==> src/blps_pkg.sv <==
// ----------------------------------------------------------------------------
// blps_pkg
// types and constants of the button led pattern sequencer
// ----------------------------------------------------------------------------
`default_nettype none

package blps_pkg;

  // field widths
  localparam int unsigned PhaseW = 4;
  localparam int unsigned CountW = 8;
  localparam int unsigned LedW   = 2;

  // phase codes
  localparam logic [PhaseW-1:0] PhaseWait   = 4'd0;
  localparam logic [PhaseW-1:0] PhaseWakeDb = 4'd1;
  localparam logic [PhaseW-1:0] PhaseDbAlt  = 4'd2;
  localparam logic [PhaseW-1:0] PhaseAlt    = 4'd3;
  localparam logic [PhaseW-1:0] PhaseDbBst  = 4'd4;
  localparam logic [PhaseW-1:0] PhaseBurst  = 4'd5;
  localparam logic [PhaseW-1:0] PhaseDbFls  = 4'd6;
  localparam logic [PhaseW-1:0] PhaseFlash  = 4'd7;
  localparam logic [PhaseW-1:0] PhaseDbSlp  = 4'd8;
  localparam logic [PhaseW-1:0] PhaseSleep  = 4'd9;

  // led drive codes
  localparam logic [LedW-1:0] LedsOff    = 2'b00;
  localparam logic [LedW-1:0] LedsFirst  = 2'b01;
  localparam logic [LedW-1:0] LedsSecond = 2'b10;
  localparam logic [LedW-1:0] LedsBoth   = 2'b11;

  // debounce limit after reset (10 ms of 256 us strobes)
  localparam logic [CountW-1:0] DebounceReset = CountW'(10 * 1000 / 256);

  // pattern step marks
  localparam logic [CountW-1:0] StepFirst  = 8'd1;
  localparam logic [CountW-1:0] StepAltB   = 8'd51;
  localparam logic [CountW-1:0] StepAltEnd = 8'd100;
  localparam logic [CountW-1:0] StepOff1   = 8'd20;
  localparam logic [CountW-1:0] StepOn2    = 8'd40;
  localparam logic [CountW-1:0] StepOff2   = 8'd60;
  localparam logic [CountW-1:0] StepOn3    = 8'd80;
  localparam logic [CountW-1:0] StepOff3   = 8'd100;
  localparam logic [CountW-1:0] StepOn4    = 8'd120;
  localparam logic [CountW-1:0] StepOff4   = 8'd140;
  localparam logic [CountW-1:0] StepBstEnd = 8'd210;
  localparam logic [CountW-1:0] StepFlsEnd = 8'd100;

  // sequencer state
  typedef struct packed {
    logic [PhaseW-1:0] phase;
    logic [CountW-1:0] count;
    logic [CountW-1:0] step;
    logic [LedW-1:0]   leds;
  } state_t;

endpackage

`default_nettype wire

==> src/blps_if.sv <==
// ----------------------------------------------------------------------------
// blps_if
// valid/ready channels carrying the input and result items
// ----------------------------------------------------------------------------
`default_nettype none

// input channel: one clock tick with button level and strobes
interface blps_in_if;
  logic valid;
  logic ready;
  logic button;
  logic timer_tick;
  logic step_tick;

  modport source (output valid, output button, output timer_tick, output step_tick,
                  input ready);
  modport sink   (input valid, input button, input timer_tick, input step_tick,
                  output ready);
  modport monitor (input valid, input ready, input button, input timer_tick,
                   input step_tick);
endinterface

// result channel: led drive and phase after the tick
interface blps_out_if;
  logic       valid;
  logic       ready;
  logic [1:0] leds;
  logic [3:0] phase;
  logic       asleep;

  modport source (output valid, output leds, output phase, output asleep,
                  input ready);
  modport sink   (input valid, input leds, input phase, input asleep,
                  output ready);
  modport monitor (input valid, input ready, input leds, input phase, input asleep);
endinterface

`default_nettype wire

==> src/button_led_pattern_sequencer.sv <==
// ----------------------------------------------------------------------------
// button_led_pattern_sequencer
// push button steps a two-led driver through blink modes and sleep
// ----------------------------------------------------------------------------
// Usage:
//   in_if  carries one item per clock tick of the application: the button
//          level (1 released) and the debounce and pattern step strobes.
//   out_if returns one item for each input item: led drive, phase code and
//          the sleep flag, as they stand after that tick.
//   cfg_we_i / cfg_data_i write the debounce limit (reset value 39); write
//          it only while no item is in flight.
// Data path: an accepted item is held in the input register, then its result
//   in the state/result register.
// Throughput: one item per cycle while out_if does not stall; the state
//   update is a single pass of next-state logic between the input and state registers.
// Reset: phase 0 (wait for press), leds both on, counters cleared, no
//   result pending. No clearing pass is needed.
// Stall: a result not taken holds the state register; the input register
//   still takes one more item, then in_if.ready drops until out_if.ready.
// ----------------------------------------------------------------------------
`default_nettype none

module button_led_pattern_sequencer (
  input  logic                        clk_i,
  input  logic                        rst_ni,
  blps_in_if.sink                     in_if,
  blps_out_if.source                  out_if,
  input  logic                        cfg_we_i,
  input  logic [blps_pkg::CountW-1:0] cfg_data_i
);
  import blps_pkg::*;

  logic [CountW-1:0] limit_q;
  logic              in_valid_q;
  logic              button_q;
  logic              timer_tick_q;
  logic              step_tick_q;
  logic              out_valid_q;
  logic              res_ready;
  logic              in_adv;
  logic              fire;
  state_t            state_q;
  state_t            state_d;

  assign res_ready   = !out_valid_q || out_if.ready;
  assign in_adv      = !in_valid_q || res_ready;
  assign fire        = in_valid_q && res_ready;
  assign in_if.ready = in_adv;

  // debounce limit register
  always_ff @(posedge clk_i or negedge rst_ni) begin
    if (!rst_ni) begin
      limit_q <= DebounceReset;
    end else if (cfg_we_i) begin
      limit_q <= cfg_data_i;
    end
  end

  // input register
  always_ff @(posedge clk_i or negedge rst_ni) begin
    if (!rst_ni) begin
      in_valid_q <= 1'b0;
    end else if (in_adv) begin
      in_valid_q <= in_if.valid;
    end
  end

  always_ff @(posedge clk_i) begin
    if (in_adv && in_if.valid) begin
      button_q     <= in_if.button;
      timer_tick_q <= in_if.timer_tick;
      step_tick_q  <= in_if.step_tick;
    end
  end

  // next state for the registered item
  blps_next u_next (
    .state_i      (state_q),
    .button_i     (button_q),
    .timer_tick_i (timer_tick_q),
    .step_tick_i  (step_tick_q),
    .limit_i      (limit_q),
    .state_o      (state_d)
  );

  // state register, doubles as the result register
  always_ff @(posedge clk_i or negedge rst_ni) begin
    if (!rst_ni) begin
      state_q     <= '{phase: PhaseWait, count: '0, step: '0, leds: LedsBoth};
      out_valid_q <= 1'b0;
    end else if (fire) begin
      state_q     <= state_d;
      out_valid_q <= 1'b1;
    end else if (out_if.ready) begin
      out_valid_q <= 1'b0;
    end
  end

  // result outputs
  assign out_if.valid  = out_valid_q;
  assign out_if.leds   = state_q.leds;
  assign out_if.phase  = state_q.phase;
  assign out_if.asleep = (state_q.phase == PhaseSleep);

endmodule

`default_nettype wire

==> src/blps_next.sv <==
// ----------------------------------------------------------------------------
// blps_next
// next state of the sequencer for one tick
// ----------------------------------------------------------------------------
`default_nettype none

module blps_next (
  input  blps_pkg::state_t           state_i,
  input  logic                       button_i,
  input  logic                       timer_tick_i,
  input  logic                       step_tick_i,
  input  logic [blps_pkg::CountW-1:0] limit_i,
  output blps_pkg::state_t           state_o
);
  import blps_pkg::*;

  logic [CountW-1:0] db_count;
  logic              db_done;
  logic [PhaseW-1:0] db_next;
  logic [CountW-1:0] s;
  logic [LedW-1:0]   mode_leds;

  // debounce counter: clear on press, count strobes up to the limit
  always_comb begin
    if (!button_i) begin
      db_count = '0;
    end else if (timer_tick_i && (state_i.count < limit_i)) begin
      db_count = state_i.count + CountW'(1);
    end else begin
      db_count = state_i.count;
    end
    db_done = (db_count >= limit_i);
  end

  // phase reached when a debounce finishes
  always_comb begin
    unique case (state_i.phase) inside
      PhaseWakeDb: db_next = PhaseWait;
      PhaseDbSlp:  db_next = PhaseSleep;
      default:     db_next = state_i.phase + PhaseW'(1);
    endcase
  end

  // pattern table of the three blink modes
  always_comb begin
    s         = state_i.step;
    mode_leds = state_i.leds;
    case (state_i.phase)
      PhaseAlt: begin
        if (s == StepFirst) mode_leds = LedsFirst;
        else if (s == StepAltB) mode_leds = LedsSecond;
        else if (s == StepAltEnd) s = '0;
      end
      PhaseBurst: begin
        if (s == StepFirst || s == StepOn2 || s == StepOn3 || s == StepOn4) begin
          mode_leds = LedsBoth;
        end else if (s == StepOff1 || s == StepOff2 || s == StepOff3 ||
                     s == StepOff4) begin
          mode_leds = LedsOff;
        end else if (s == StepBstEnd) begin
          s = '0;
        end
      end
      default: begin
        if (s == StepFirst) mode_leds = LedsBoth;
        else if (s == StepOff1) mode_leds = LedsOff;
        else if (s == StepFlsEnd) s = '0;
      end
    endcase
  end

  // phase sequencing
  always_comb begin
    state_o = state_i;
    unique case (state_i.phase) inside
      PhaseWakeDb, PhaseDbAlt, PhaseDbBst, PhaseDbFls, PhaseDbSlp: begin
        if (state_i.phase == PhaseWakeDb) state_o.leds = LedsBoth;
        if (state_i.phase == PhaseDbSlp)  state_o.leds = LedsOff;
        state_o.count = db_count;
        if (db_done) begin
          state_o.phase = db_next;
          state_o.count = '0;
          state_o.step  = '0;
        end
      end
      PhaseAlt, PhaseBurst, PhaseFlash: begin
        if (step_tick_i) begin
          if (!button_i) begin
            if (state_i.phase == PhaseFlash) state_o.leds = LedsOff;
            state_o.phase = state_i.phase + PhaseW'(1);
            state_o.count = '0;
          end else begin
            state_o.leds = mode_leds;
            state_o.step = s + CountW'(1);
          end
        end
      end
      PhaseSleep: begin
        if (!button_i) begin
          state_o.phase = PhaseWakeDb;
          state_o.leds  = LedsBoth;
          state_o.count = '0;
        end
      end
      default: begin
        // wait for press, also taken by unused codes
        state_o.phase = PhaseWait;
        state_o.leds  = LedsBoth;
        if (!button_i) begin
          state_o.phase = PhaseDbAlt;
          state_o.count = '0;
        end
      end
    endcase
  end

endmodule

`default_nettype wire

==> src/flat_wrapper.sv <==
// flat-port wrapper written by rule: the top's interface ports become plain ports
module button_led_pattern_sequencer_flat import blps_pkg::*;
  (clk_i, rst_ni, cfg_we_i, cfg_data_i, in_if_valid, in_if_button, in_if_timer_tick, in_if_step_tick, in_if_ready, out_if_valid, out_if_leds, out_if_phase, out_if_asleep, out_if_ready);
  blps_in_if in_if_i ();
  blps_out_if out_if_i ();
  input  logic clk_i;
  input  logic rst_ni;
  input  logic cfg_we_i;
  input  logic [blps_pkg::CountW-1:0] cfg_data_i;
  input wire logic [$bits(in_if_i.valid)-1:0] in_if_valid;
  input wire logic [$bits(in_if_i.button)-1:0] in_if_button;
  input wire logic [$bits(in_if_i.timer_tick)-1:0] in_if_timer_tick;
  input wire logic [$bits(in_if_i.step_tick)-1:0] in_if_step_tick;
  output wire logic [$bits(in_if_i.ready)-1:0] in_if_ready;
  output wire logic [$bits(out_if_i.valid)-1:0] out_if_valid;
  output wire logic [$bits(out_if_i.leds)-1:0] out_if_leds;
  output wire logic [$bits(out_if_i.phase)-1:0] out_if_phase;
  output wire logic [$bits(out_if_i.asleep)-1:0] out_if_asleep;
  input wire logic [$bits(out_if_i.ready)-1:0] out_if_ready;
  assign in_if_i.valid = in_if_valid;
  assign in_if_i.button = in_if_button;
  assign in_if_i.timer_tick = in_if_timer_tick;
  assign in_if_i.step_tick = in_if_step_tick;
  assign in_if_ready = in_if_i.ready;
  assign out_if_valid = out_if_i.valid;
  assign out_if_leds = out_if_i.leds;
  assign out_if_phase = out_if_i.phase;
  assign out_if_asleep = out_if_i.asleep;
  assign out_if_i.ready = out_if_ready;
  button_led_pattern_sequencer u_core (.clk_i(clk_i), .rst_ni(rst_ni), .in_if(in_if_i), .out_if(out_if_i), .cfg_we_i(cfg_we_i), .cfg_data_i(cfg_data_i));
endmodule
==> config.mk <==
export PLATFORM = sky130hd
export DESIGN_NAME = button_led_pattern_sequencer_flat
export DESIGN_NICKNAME = d
export VERILOG_FILES = /design/src/blps_pkg.sv /design/src/blps_if.sv /design/src/button_led_pattern_sequencer.sv /design/src/blps_next.sv /design/src/flat_wrapper.sv
export SDC_FILE = /design/constraint.sdc
export NUM_CORES = 1
export LEC_CHECK = 0
export ABC_AREA = 1
export CORE_MARGIN = 3
export CORE_UTILIZATION = 30
export CTS_CLUSTER_DIAMETER = 150
export DETAILED_ROUTE_END_ITERATION = 8
export DONT_BUFFER_PORTS = 1
export GPL_TIMING_DRIVEN = 0
export PLACE_DENSITY = 0.52
export SYNTH_ARGS = -nofsm -noshare
export SYNTH_HDL_FRONTEND = slang
export SYNTH_HIERARCHICAL = 1
export SYNTH_SLANG_ARGS = --single-unit
==> constraint.sdc <==
create_clock -name clk_i -period 3.36 [get_ports clk_i]
set_input_delay 0.672 -clock clk_i [delete_from_list [all_inputs] [get_ports clk_i]]
set_output_delay 0.672 -clock clk_i [all_outputs]
set_load 0.03 [all_outputs]
==> run metrics, run 1 <==
Post-DP HPWL 7230 um; Mapped Nets 576; final hold vios 0; final WL 9850 um; Max Cap Viol 0; vias in the first global route 3,378; pin count of the biggest net entering global routing 33; Startpoint Class flip-flop; Synth area leaders dfrtp_1 19%, nand2_1 18%, nand3_1 9.3%; crit path kind flip-flop to flip-flop; WP data arrival 3.41 ns; Req. time, crit path 3.53 ns; Num CTS Buffers 5; combinational cell fraction of total power 57.7%; Yosys warning total 6; number of flops mapped to enable cells by yosys 3; worst hold slack 0.0817 ns; final setup margin 0.119 ns; Total GRT Usage 15.1%; Area Overhead vs Synth 15.9%; Root Driver clkbuf_16; Netlist cell types 43; share of the synthesized area in the top cell type 18.6%; Hold-fix buffers, CTS 0; Clk pin slew, worst setup/hold paths 0.06 ns; VDD IR max 326 uV; fin crit period 3.24 ns; number of top-level pins 25; Seq cells post-synth 35; Cell Chain, Critical Path inv_2, ha_4, a21oi_2, o21ai_2, nand4_4, buf_6, nand4_1, nand2_1, nor2_2, ha_1, a21oi_2, o21ai_1, nand2_1, o2111ai_4, buf_6, o211ai_1, nand3_1, nand3_1, nand2_1; synthesized area 3500 um^2; Die Height 114 um; Final Cycle Share 96.4%; clk_lat worst skew 0.28 ns; clk_skew 0.00544 ns; FF-to-FF Start u_core/limit_q[1]; vias per inst 5.06; Avg Inst Size Synth 6.51 um^2; register area share after synthesis 25.7%; leak pwr 1.96 nW; CP max FO 7; router iterations before antenna repair 5; CP bufs+invs 3; initial antenna violation count 0; Fill cells 1,200; initial DRC count 243; CP Launch Point u_core/limit_q[1]; CTS tree built; Synth Instances 538; Initial Util 31.5%; Worst setup EP type flip-flop; worst-margin pin slew 0.908 ns; Reg power frac 25.3%; Final Setup Violations 0; via count 3,506; Post-DRT Antenna Nets 0; dpl ws -0.739 ns; max-slew violation count 0; Pint 1.61 mW; gpl congestion 0.858; ratio of cells with drive above 1 in the final layout 17.4%; average wire per standard cell 14.2 um; CTS max path bufs 2; Post-synth ARST share 91.4%; GR Overflow Total 0; pwr dens 778 nW/um^2; Slew HR 39.0%; cell accounting for the most synthesized area dfrtp_1; switching portion of total power 49.1%; clock tree sinks 35; die area 13,000 um^2; row count 38; Pwr Total 3.16 mW; CP dominant cell by count nand2_1; share of total power in the clock network 17.0%; Max Freq 0.309 GHz; CP delay by family, top simple AND/OR/NAND/NOR gates; Antenna diodes 0; width of the chip 114 um; HP Class primary input to asynchronous set/reset pin; global-route wire length before repair 16,300 um; port bufs 0; CP peak stage delay 0.54 ns; Core ar. 11,100 um^2; status complete, no violations; DRC 0; H-tree depth 2; Post-synth top flop dfrtp_1; Nets 590; net switching power 1.55 mW; Slowest-stage cell, CP dfstp_2
power groups by stage:
| stage | clock (mW) | sequential (mW) | combinational, mW |
|---|---|---|---|
| global placement | 0 | 0.788 | 1.51 |
| finish | 0.536 | 0.800 | 1.82 |
| global route | 0.567 | 0.829 | 2.04 |
| CTS | 0.549 | 0.790 | 1.61 |
| detailed placement | 0 | 0.794 | 1.53 |
| floorplan | 0 | 0.719 | 1.26 |
synthesized netlist by cell type, types with 2 or more instances:
library cell,instances
nand3b_1,2
nor2_1,34
inv_1,63
xor2_1,7
nor2_4,2
ha_1,22
buf_4,6
nand2_1,171
nor3_1,5
nor2_2,5
inv_2,7
xnor2_1,2
dfstp_2,6
o21ai_1,3
o2111ai_1,2
a21oi_1,18
nand4_1,11
dfrtp_1,26
clkbuf_1,4
buf_6,5
o211ai_1,3
o22ai_1,5
a211oi_1,2
edfxtp_1,3
nor3_4,2
o21ai_0,29
nand3_2,3
buf_2,4
a22oi_1,2
nand2_2,6
nand3_1,65
nand2_4,2
layout by cell type, fill, tap and decap left out, types with 4 or more instances in the layout:
| cell | synthesis | routed |
|---|---|---|
| a21oi_1 | 18 | 14 |
| a21oi_2 | 0 | 4 |
| buf_2 | 4 | 4 |
| buf_4 | 6 | 10 |
| buf_6 | 5 | 9 |
| clkbuf_1 | 4 | 4 |
| clkbuf_16 | 0 | 5 |
| dfrtp_1 | 26 | 24 |
| dfstp_2 | 6 | 6 |
| ha_1 | 22 | 19 |
| inv_1 | 63 | 61 |
| inv_2 | 7 | 9 |
| nand2_1 | 171 | 168 |
| nand2_2 | 6 | 8 |
| nand3_1 | 65 | 64 |
| nand4_1 | 11 | 11 |
| nor2_1 | 34 | 29 |
| nor2_2 | 5 | 10 |
| nor3_1 | 5 | 5 |
| o21ai_0 | 29 | 23 |
| o21ai_1 | 3 | 6 |
| xor2_1 | 7 | 7 |
flip-flops by register name (all words and copies together) (netlist names):
register             count
u_core/out_if.phase      4
u_core/state_q          16
u_core/button_q          1
u_core/step_tick_q       1
u_core/out_if.valid      1
u_core/timer_tick_q      1
u_core/out_if.leds       2
u_core/in_valid_q        1
u_core/limit_q           8
metrics by stage:
| step | cell area [um^2] | utilization, % | instances | setup TNS [ns] |
|---|---|---|---|---|
| 6_report | 4060 | 36.5 | 693 | 0 |
| 5_1_grt | 4060 | 36.5 | 693 | -0.0566 |
| 4_1_cts | 3910 | 35.1 | 690 | 0 |
| 3_5_place_dp | 3680 | 33.0 | 678 | -11.05 |
| 3_3_place_gp | 3680 | 33.0 | 678 | -11.45 |
| 2_1_floorplan | 3500 | - | 538 | 0 |
routing by layer:
metal	wire length [um]	track usage [%]
met5	0	0
met4	80	3.09
met3	338	2.18
met2	4640	25.0
met1	4800	20.9
what timing repair did:
| action | CTS | global route |
|---|---|---|
| resized for setup | 7 | 35 |
| endpoints found under the setup margin | 20 | 20 |
| setup buffers | 4 | 3 |
| pin swaps | 2 | 17 |
cell families (layout without fill, tap and decap cells):
logic type / count (synthesis) / after routing / share of synthesized area [%]
AO/OA/AOI/OAI: 69 / 69 / 11.5
flip-flops: 35 / 35 / 25.7
buffers and inverters: 92 / 107 / 11.8
adder cells (fa/ha/maj): 22 / 22 / 7.86
XOR/XNOR: 9 / 9 / 2.25
AND/OR/NAND/NOR: 311 / 311 / 40.9
layout make-up:
| type | instances | area (um^2) | share of cell area [%] |
|---|---|---|---|
| buffer | 20 | 148 | 3.64 |
| timing repair buffer | 7 | 63.8 | 1.57 |
| sequential | 35 | 901 | 22.2 |
| clock inverter | 3 | 43.8 | 1.08 |
| tap | 140 | 175 | 4.32 |
| clock buffer | 5 | 125 | 3.08 |
| inverter | 72 | 273 | 6.72 |
| multi-input combinational | 411 | 2330 | 57.4 |
final timing paths:
path	end	slack [ns]	cells after the start
setup reg to reg	u_core/out_if.phase[1]	0.12	19
hold reg to reg	u_core/state_q[8]	0.47	2
max in group asynchronous	u_core/limit_q[0]	3.10	0
min in group clk_i	u_core/limit_q[1]	0.46	1
hold / removal	u_core/state_q[13]	0.08	0
setup / recovery	u_core/out_if.phase[1]	0.12	19
Power figures use the tool's default switching activity.
==> run 2: changes to the inputs <==
--- a/config.mk
+++ b/config.mk
@@ -5,14 +5,13 @@
 export SDC_FILE = /design/constraint.sdc
 export NUM_CORES = 1
 export LEC_CHECK = 0
-export ABC_AREA = 1
 export CORE_MARGIN = 3
 export CORE_UTILIZATION = 30
 export CTS_CLUSTER_DIAMETER = 150
 export DETAILED_ROUTE_END_ITERATION = 8
 export DONT_BUFFER_PORTS = 1
 export GPL_TIMING_DRIVEN = 0
-export PLACE_DENSITY = 0.52
+export PLACE_DENSITY = 0.51
 export SYNTH_ARGS = -nofsm -noshare
 export SYNTH_HDL_FRONTEND = slang
 export SYNTH_HIERARCHICAL = 1
==> constraint.sdc (replaced) <==
create_clock -name clk_i -period 4.15 [get_ports clk_i]
set_input_delay 0.83 -clock clk_i [delete_from_list [all_inputs] [get_ports clk_i]]
set_output_delay 0.83 -clock clk_i [all_outputs]
set_load 0.03 [all_outputs]
==> run 2 against run 1 <==
  * Critical path type unchanged
  * First-iteration DRC count is 19% lower
  * Sequential share of layout area is 2.2 points higher
  * Non-clock buffer count is 2 higher
  * Largest power group unchanged
  * Global-route usage is 1.7 points lower
  * Highest routed layer unchanged
  * Wire length is 16% lower
  * Design area is 9.2% lower
==> run metrics, run 2 <==
status complete, no violations; commonest non-fill, non-tap cell in the layout dfrtp_1; Final Instance Area 3680 um^2; Post-Synth Simple-Gate Area 21.6%; dpl cell area 3440 um^2; max-slew violation count 0; Slowest-stage cell, CP dfstp_2; dpl ws -0.719 ns; share of the synthesized area in the top cell type 19.9%; final setup margin 0.210 ns; grt met2 use 20.1%; area of the multi-input gates 2240 um^2; HP Class primary input to asynchronous set/reset pin; number of flops mapped to enable cells by yosys 3; Pwr Total 1.16 mW; clock tree sinks 35; CP max FO 5; storage element area 898 um^2; Avg Inst Size Synth 9.14 um^2; CTS max path bufs 2; Post-DRT Antenna Nets 0; Clk pin slew, worst setup/hold paths 0.09 ns; Biggest register u_core/state_q; Startpoint Class flip-flop; Fill cells 1,110; commonest cells in the netlist 26 x dfrtp_1, 26 x o21ai_0, 22 x ha_1; CTS tree built; initial DRC count 197; via count 2,814; synthesized area 3270 um^2; Mapped Nets 396; vias in the first global route 2,710; CP peak stage delay 0.53 ns; clk_lat worst skew 0.30 ns; Total GRT Usage 13.4%; port bufs 0; WP data arrival 4.18 ns; ratio of cells with drive above 1 in the final layout 23.0%; Die Height 110 um; Post-synth top flop dfrtp_1; Yosys warning total 6; final hold vios 0; Max Freq 0.254 GHz; Synth Instances 358; grt met1 use 19.5%; Num CTS Buffers 5; GRT Max-Usage Layer met2; width of the chip 110 um; row count 37; fin crit period 3.94 ns; xor/xnor share of the synthesized area 1.61%; number of top-level pins 25; Synth area leaders dfrtp_1 20%, mux2_4 9.2%, ha_1 8.4%; register area share after synthesis 27.5%; Antenna diodes 0; gpl congestion 0.866; cell accounting for the most synthesized area dfrtp_1; clk_skew 0.0102 ns; VDD IR max 132 uV; H-tree depth 2; die area 12,200 um^2; crit path kind flip-flop to flip-flop; CP dominant cell by count o211ai_1; Hold-fix buffers, CTS 0; Post-synth ARST share 91.4%; Max Cap Viol 0; pwr dens 315 nW/um^2; Req. time, crit path 4.39 ns; Cell Chain, Critical Path inv_1, ha_4, a2111oi_4, o311ai_4, or2_4, or3_1, a21boi_2, ha_1, o21a_1, o211ai_1, o21a_2, o21ai_4, or4_1, o211ai_1, mux2_4; average wire per standard cell 16.4 um; Post-DP HPWL 6120 um; met3 global-route usage 2.47%; Netlist cell types 70; GR Overflow Total 0; Initial Util 31.3%; router iterations before antenna repair 5; Slew HR 14.0%; pin count of the biggest net entering global routing 33; unrepaired setup endpoints after global routing no; Final Cycle Share 94.9%; synthesized-area fraction occupied by adder cells 8.41%; Area Overhead vs Synth 12.6%; global-route wire length before repair 13,800 um; post-synthesis mux area share 13.5%; Seq cells post-synth 35; Root Driver clkbuf_8; main combinational cell family by area after synthesis simple AND/OR/NAND/NOR gates; flip-flop count of the largest register after layout 16; Worst setup EP type flip-flop; Core ar. 10,500 um^2; leak pwr 1.52 nW; vias per inst 5.56; Final Setup Violations 0; compound-gate portion of the synthesized area 20.3%; initial antenna violation count 0; final WL 8280 um; most frequent cells in the layout 26 x dfrtp_1, 22 x o21ai_0, 21 x ha_1, 20 x mux2_4; DRC 0; worst-margin pin slew 1.27 ns; Nets 407
## run 2: changes by cell type after synthesis, moves of 8 or more
cell / delta
clkbuf_1: +8
nor2_1: -15
mux2_4: +20
a31oi_1: +8
inv_1: -46
nand2_1: -152
nand3_1: -56
mux2_2: +10
## run 2: kinds of logic after synthesis
group,after synthesis
flip-flops,35
buffers and inverters,42
AND/OR/NAND/NOR,122
AO/OA/AOI/OAI,98
XOR/XNOR,6
multiplexers,33
adder cells (fa/ha/maj),22
## run 2: through the flow
stage,util [%],cells,hold slack [ns],setup TNS (ns)
finish,35.2,506,0.208,0
global route,35.2,506,0.188,0
CTS,34.4,504,0.194,0
detailed placement,32.9,494,0.487,-8.81
global placement,32.9,494,0.486,-8.30
floorplan,-,358,0.476,0
## run 2: routing by layer
layer	wire, um	part of all wire [%]
met4	72	0.87
met3	403	4.9
met2	3670	44
met1	4140	50
met5	0	0
## run 2: path summary, 6_finish.rpt
path,endpoint,start,slack [ns],cells after the start
min,u_core/limit_q[7],rst_ni,0.21,0
min reg2reg,u_core/state_q[2],u_core/state_q[2],0.51,1
max reg2reg,u_core/state_q[13],u_core/limit_q[1],0.21,15
max,u_core/state_q[13],u_core/limit_q[1],0.21,15
max in group asynchronous,u_core/out_if.leds[0],rst_ni,3.75,0
min in group clk_i,u_core/state_q[2],u_core/state_q[2],0.51,1
## run 2: layout make-up
class / instances / share of cell area [%]
Buffer: 25 / 4.52
Tap cell: 136 / 4.62
Timing Repair Buffer: 4 / 0.815
Inverter: 17 / 1.73
Sequential cell: 35 / 24.4
Clock inverter: 3 / 1.29
Multi-Input combinational cell: 281 / 60.8
Clock buffer: 5 / 1.87
## run 2: critical path: cells and delay by family (launching register included)
family / cells / cell delay, ns
compound gates: 8 / 1.57
simple gates: 3 / 1.06
flops: 1 / 0.53
fa+ha+maj: 2 / 0.47
mux: 1 / 0.16
buf+inv: 1 / 0.07
## run 2: power by group
group          switching [mW]  internal (mW)
Sequential             0.0366          0.374
Combinational           0.226          0.188
Clock                   0.153          0.182
Total                   0.416          0.745
## run 2: timing repair
action / CTS / global route
gates resized for setup: 9 / 15
buffers inserted: 2 / 2
pin swaps: 1 / 9
endpoints found under the setup margin: 20 / 20
==> run 3: changes to the inputs <==
--- a/config.mk
+++ b/config.mk
@@ -6,12 +6,12 @@
 export NUM_CORES = 1
 export LEC_CHECK = 0
 export CORE_MARGIN = 3
-export CORE_UTILIZATION = 30
+export CORE_UTILIZATION = 32
 export CTS_CLUSTER_DIAMETER = 150
 export DETAILED_ROUTE_END_ITERATION = 8
 export DONT_BUFFER_PORTS = 1
 export GPL_TIMING_DRIVEN = 0
-export PLACE_DENSITY = 0.51
+export PLACE_DENSITY = 0.53
 export SYNTH_ARGS = -nofsm -noshare
 export SYNTH_HDL_FRONTEND = slang
 export SYNTH_HIERARCHICAL = 1
==> run 3 against run 2 <==
  * Largest power group unchanged
  * Sequential power is essentially flat
  * Largest cell class unchanged
  * Register-to-register slack lost 0.04 ns
  * Sequential share of layout area is essentially flat
  * Die area shrank 5.9%
  * Worst setup slack lost 0.041 ns
  * Wire length grew 0.36%
  * Critical path depth is the same
  * First-iteration DRC count shrank 5.1%
  * Final cell count shrank 0.40%
  * Critical endpoint is now u_core/out_if.phase[0]
  * Combinational power is essentially flat
  * Flip-flop and latch count is the same
  * Clock skew shrank 0.0063 ns
==> run metrics, run 3 (synthesized netlist as in run 2, its figures left out) <==
status complete, no violations; share of the core filled with cells 37.5%; final hold vios 0; Num CTS Buffers 5; width of the chip 107 um; setup_tns 0 ns; area of the multi-input gates 2250 um^2; Core ar. 9860 um^2; dpl cell area 3440 um^2; final WL 8310 um; Post-DRT Antenna Nets 0; HP Class primary input to asynchronous set/reset pin; Die Height 107 um; Reg2Reg Capture Point u_core/out_if.phase[0]; worst r2r path cells 15; WP data arrival 4.16 ns; Max Freq 0.251 GHz; port bufs 0; Root Driver clkbuf_8; commonest non-fill, non-tap cell in the layout dfrtp_1; max-slew violation count 0; gpl congestion 0.929; Final Setup Violations 0; Worst setup EP type flip-flop; initial DRC count 187; FF-to-FF Start u_core/limit_q[1]; Fill cells 1,019; grt met1 use 22.4%; GR Overflow Total 0; CTS max path bufs 2; met3 global-route usage 1.99%; crit path kind flip-flop to flip-flop; via count 2,828; dpl ws -0.709 ns; leak pwr 1.53 nW; DRC 0; worst-margin pin slew 1.27 ns; most frequent cells in the layout 25 x dfrtp_1, 23 x o21ai_0, 21 x ha_1, 20 x mux2_4; average wire per standard cell 16.5 um; die area 11,500 um^2; Final Cycle Share 95.9%; clk_lat worst skew 0.29 ns; Slew HR 14.1%; grt met2 use 22.4%; Antenna diodes 0; pin count of the biggest net entering global routing 33; number of top-level pins 25; Post-DP HPWL 6000 um; pwr dens 310 nW/um^2; H-tree depth 2; final setup margin 0.169 ns; CP max FO 10; vias in the first global route 2,741; Max Cap Viol 0; fin crit period 3.98 ns; R2R Setup Slk 0.17 ns; Clk pin slew, worst setup/hold paths 0.08 ns; clock tree sinks 35; global-route wire length before repair 14,000 um; storage element area 900 um^2; Initial Util 33.2%; GRT Max-Usage Layer met2; row count 36; Pwr Total 1.15 mW; clk_skew 0.00385 ns; Req. time, crit path 4.33 ns; flip-flop count of the largest register after layout 16; vias per inst 5.61; Total GRT Usage 15.0%; Startpoint Class flip-flop; ratio of cells with drive above 1 in the final layout 23.2%; Biggest register u_core/state_q; Final Instance Area 3700 um^2; CTS tree built; Nets 408; initial antenna violation count 0; Area Overhead vs Synth 13.0%; VDD IR max 171 uV; router iterations before antenna repair 5
==> run 3: worst max-delay path, cell delays in order (launching register included) <==
cell	delay, ns
dfstp_2	0.53
inv_1	0.07
ha_4	0.23
a2111oi_4	0.40
o311ai_4	0.18
or2_4	0.27
buf_6	0.14
o21ai_0	0.19
a21boi_1	0.11
ha_1	0.21
a2111oi_2	0.48
o21a_2	0.31
a211oi_1	0.07
o211ai_1	0.23
o221ai_1	0.14
mux2_4	0.28
==> run 3: area by class of cell <==
cell class	instances	share of cell area, %
Tap cell	133	4.50
Timing Repair Buffer	5	1.02
Multi-Input combinational cell	281	60.9
Buffer	25	4.50
Inverter	17	1.73
Clock inverter	3	1.15
Clock buffer	5	1.86
Sequential cell	35	24.3
==> run 3: how the worst max path moves through the flow <==
stage,start,end,slack (ns),cells after the start
after floorplan,u_core/limit_q[1],u_core/state_q[6],0.25,16
after global placement,u_core/limit_q[2],u_core/state_q[6],-0.69,17
after detailed placement,u_core/limit_q[2],u_core/state_q[6],-0.71,17
after CTS,u_core/limit_q[1],u_core/state_q[13],-0.05,16
after global routing,u_core/limit_q[1],u_core/out_if.phase[0],-0.04,15
final,u_core/limit_q[1],u_core/out_if.phase[0],0.17,15
==> run 3: power breakdown <==
part	leakage [nW]	switching (mW)	internal [mW]	total (mW)
Clock	0.0562	0.140	0.179	0.319
Combinational	1.04	0.228	0.189	0.417
Sequential	0.435	0.0357	0.375	0.411
Total	1.53	0.404	0.743	1.15
==> run 3: per-stage QoR <==
step | instances | hold WS [ns]
2_1_floorplan | 358 | 0.476
3_3_place_gp | 491 | 0.488
3_5_place_dp | 491 | 0.492
4_1_cts | 501 | 0.212
5_1_grt | 504 | 0.203
6_report | 504 | 0.230
==> run 3: repair_timing <==
| item | CTS | global route |
|---|---|---|
| pin swaps | 1 | 7 |
| gates resized for setup | 9 | 16 |
| buffers inserted | 2 | 3 |
| hold buffers | 0 | 0 |
| setup endpoints to repair | 20 | 19 |
==> run 3: layer usage <==
metal / share of wire (%) / vias to the layer above
met3: 3.7 / 9
met2: 45 / 82
met1: 50 / 1384
met4: 1.3 / 0
met5: 0 / -
li1: - / 1353
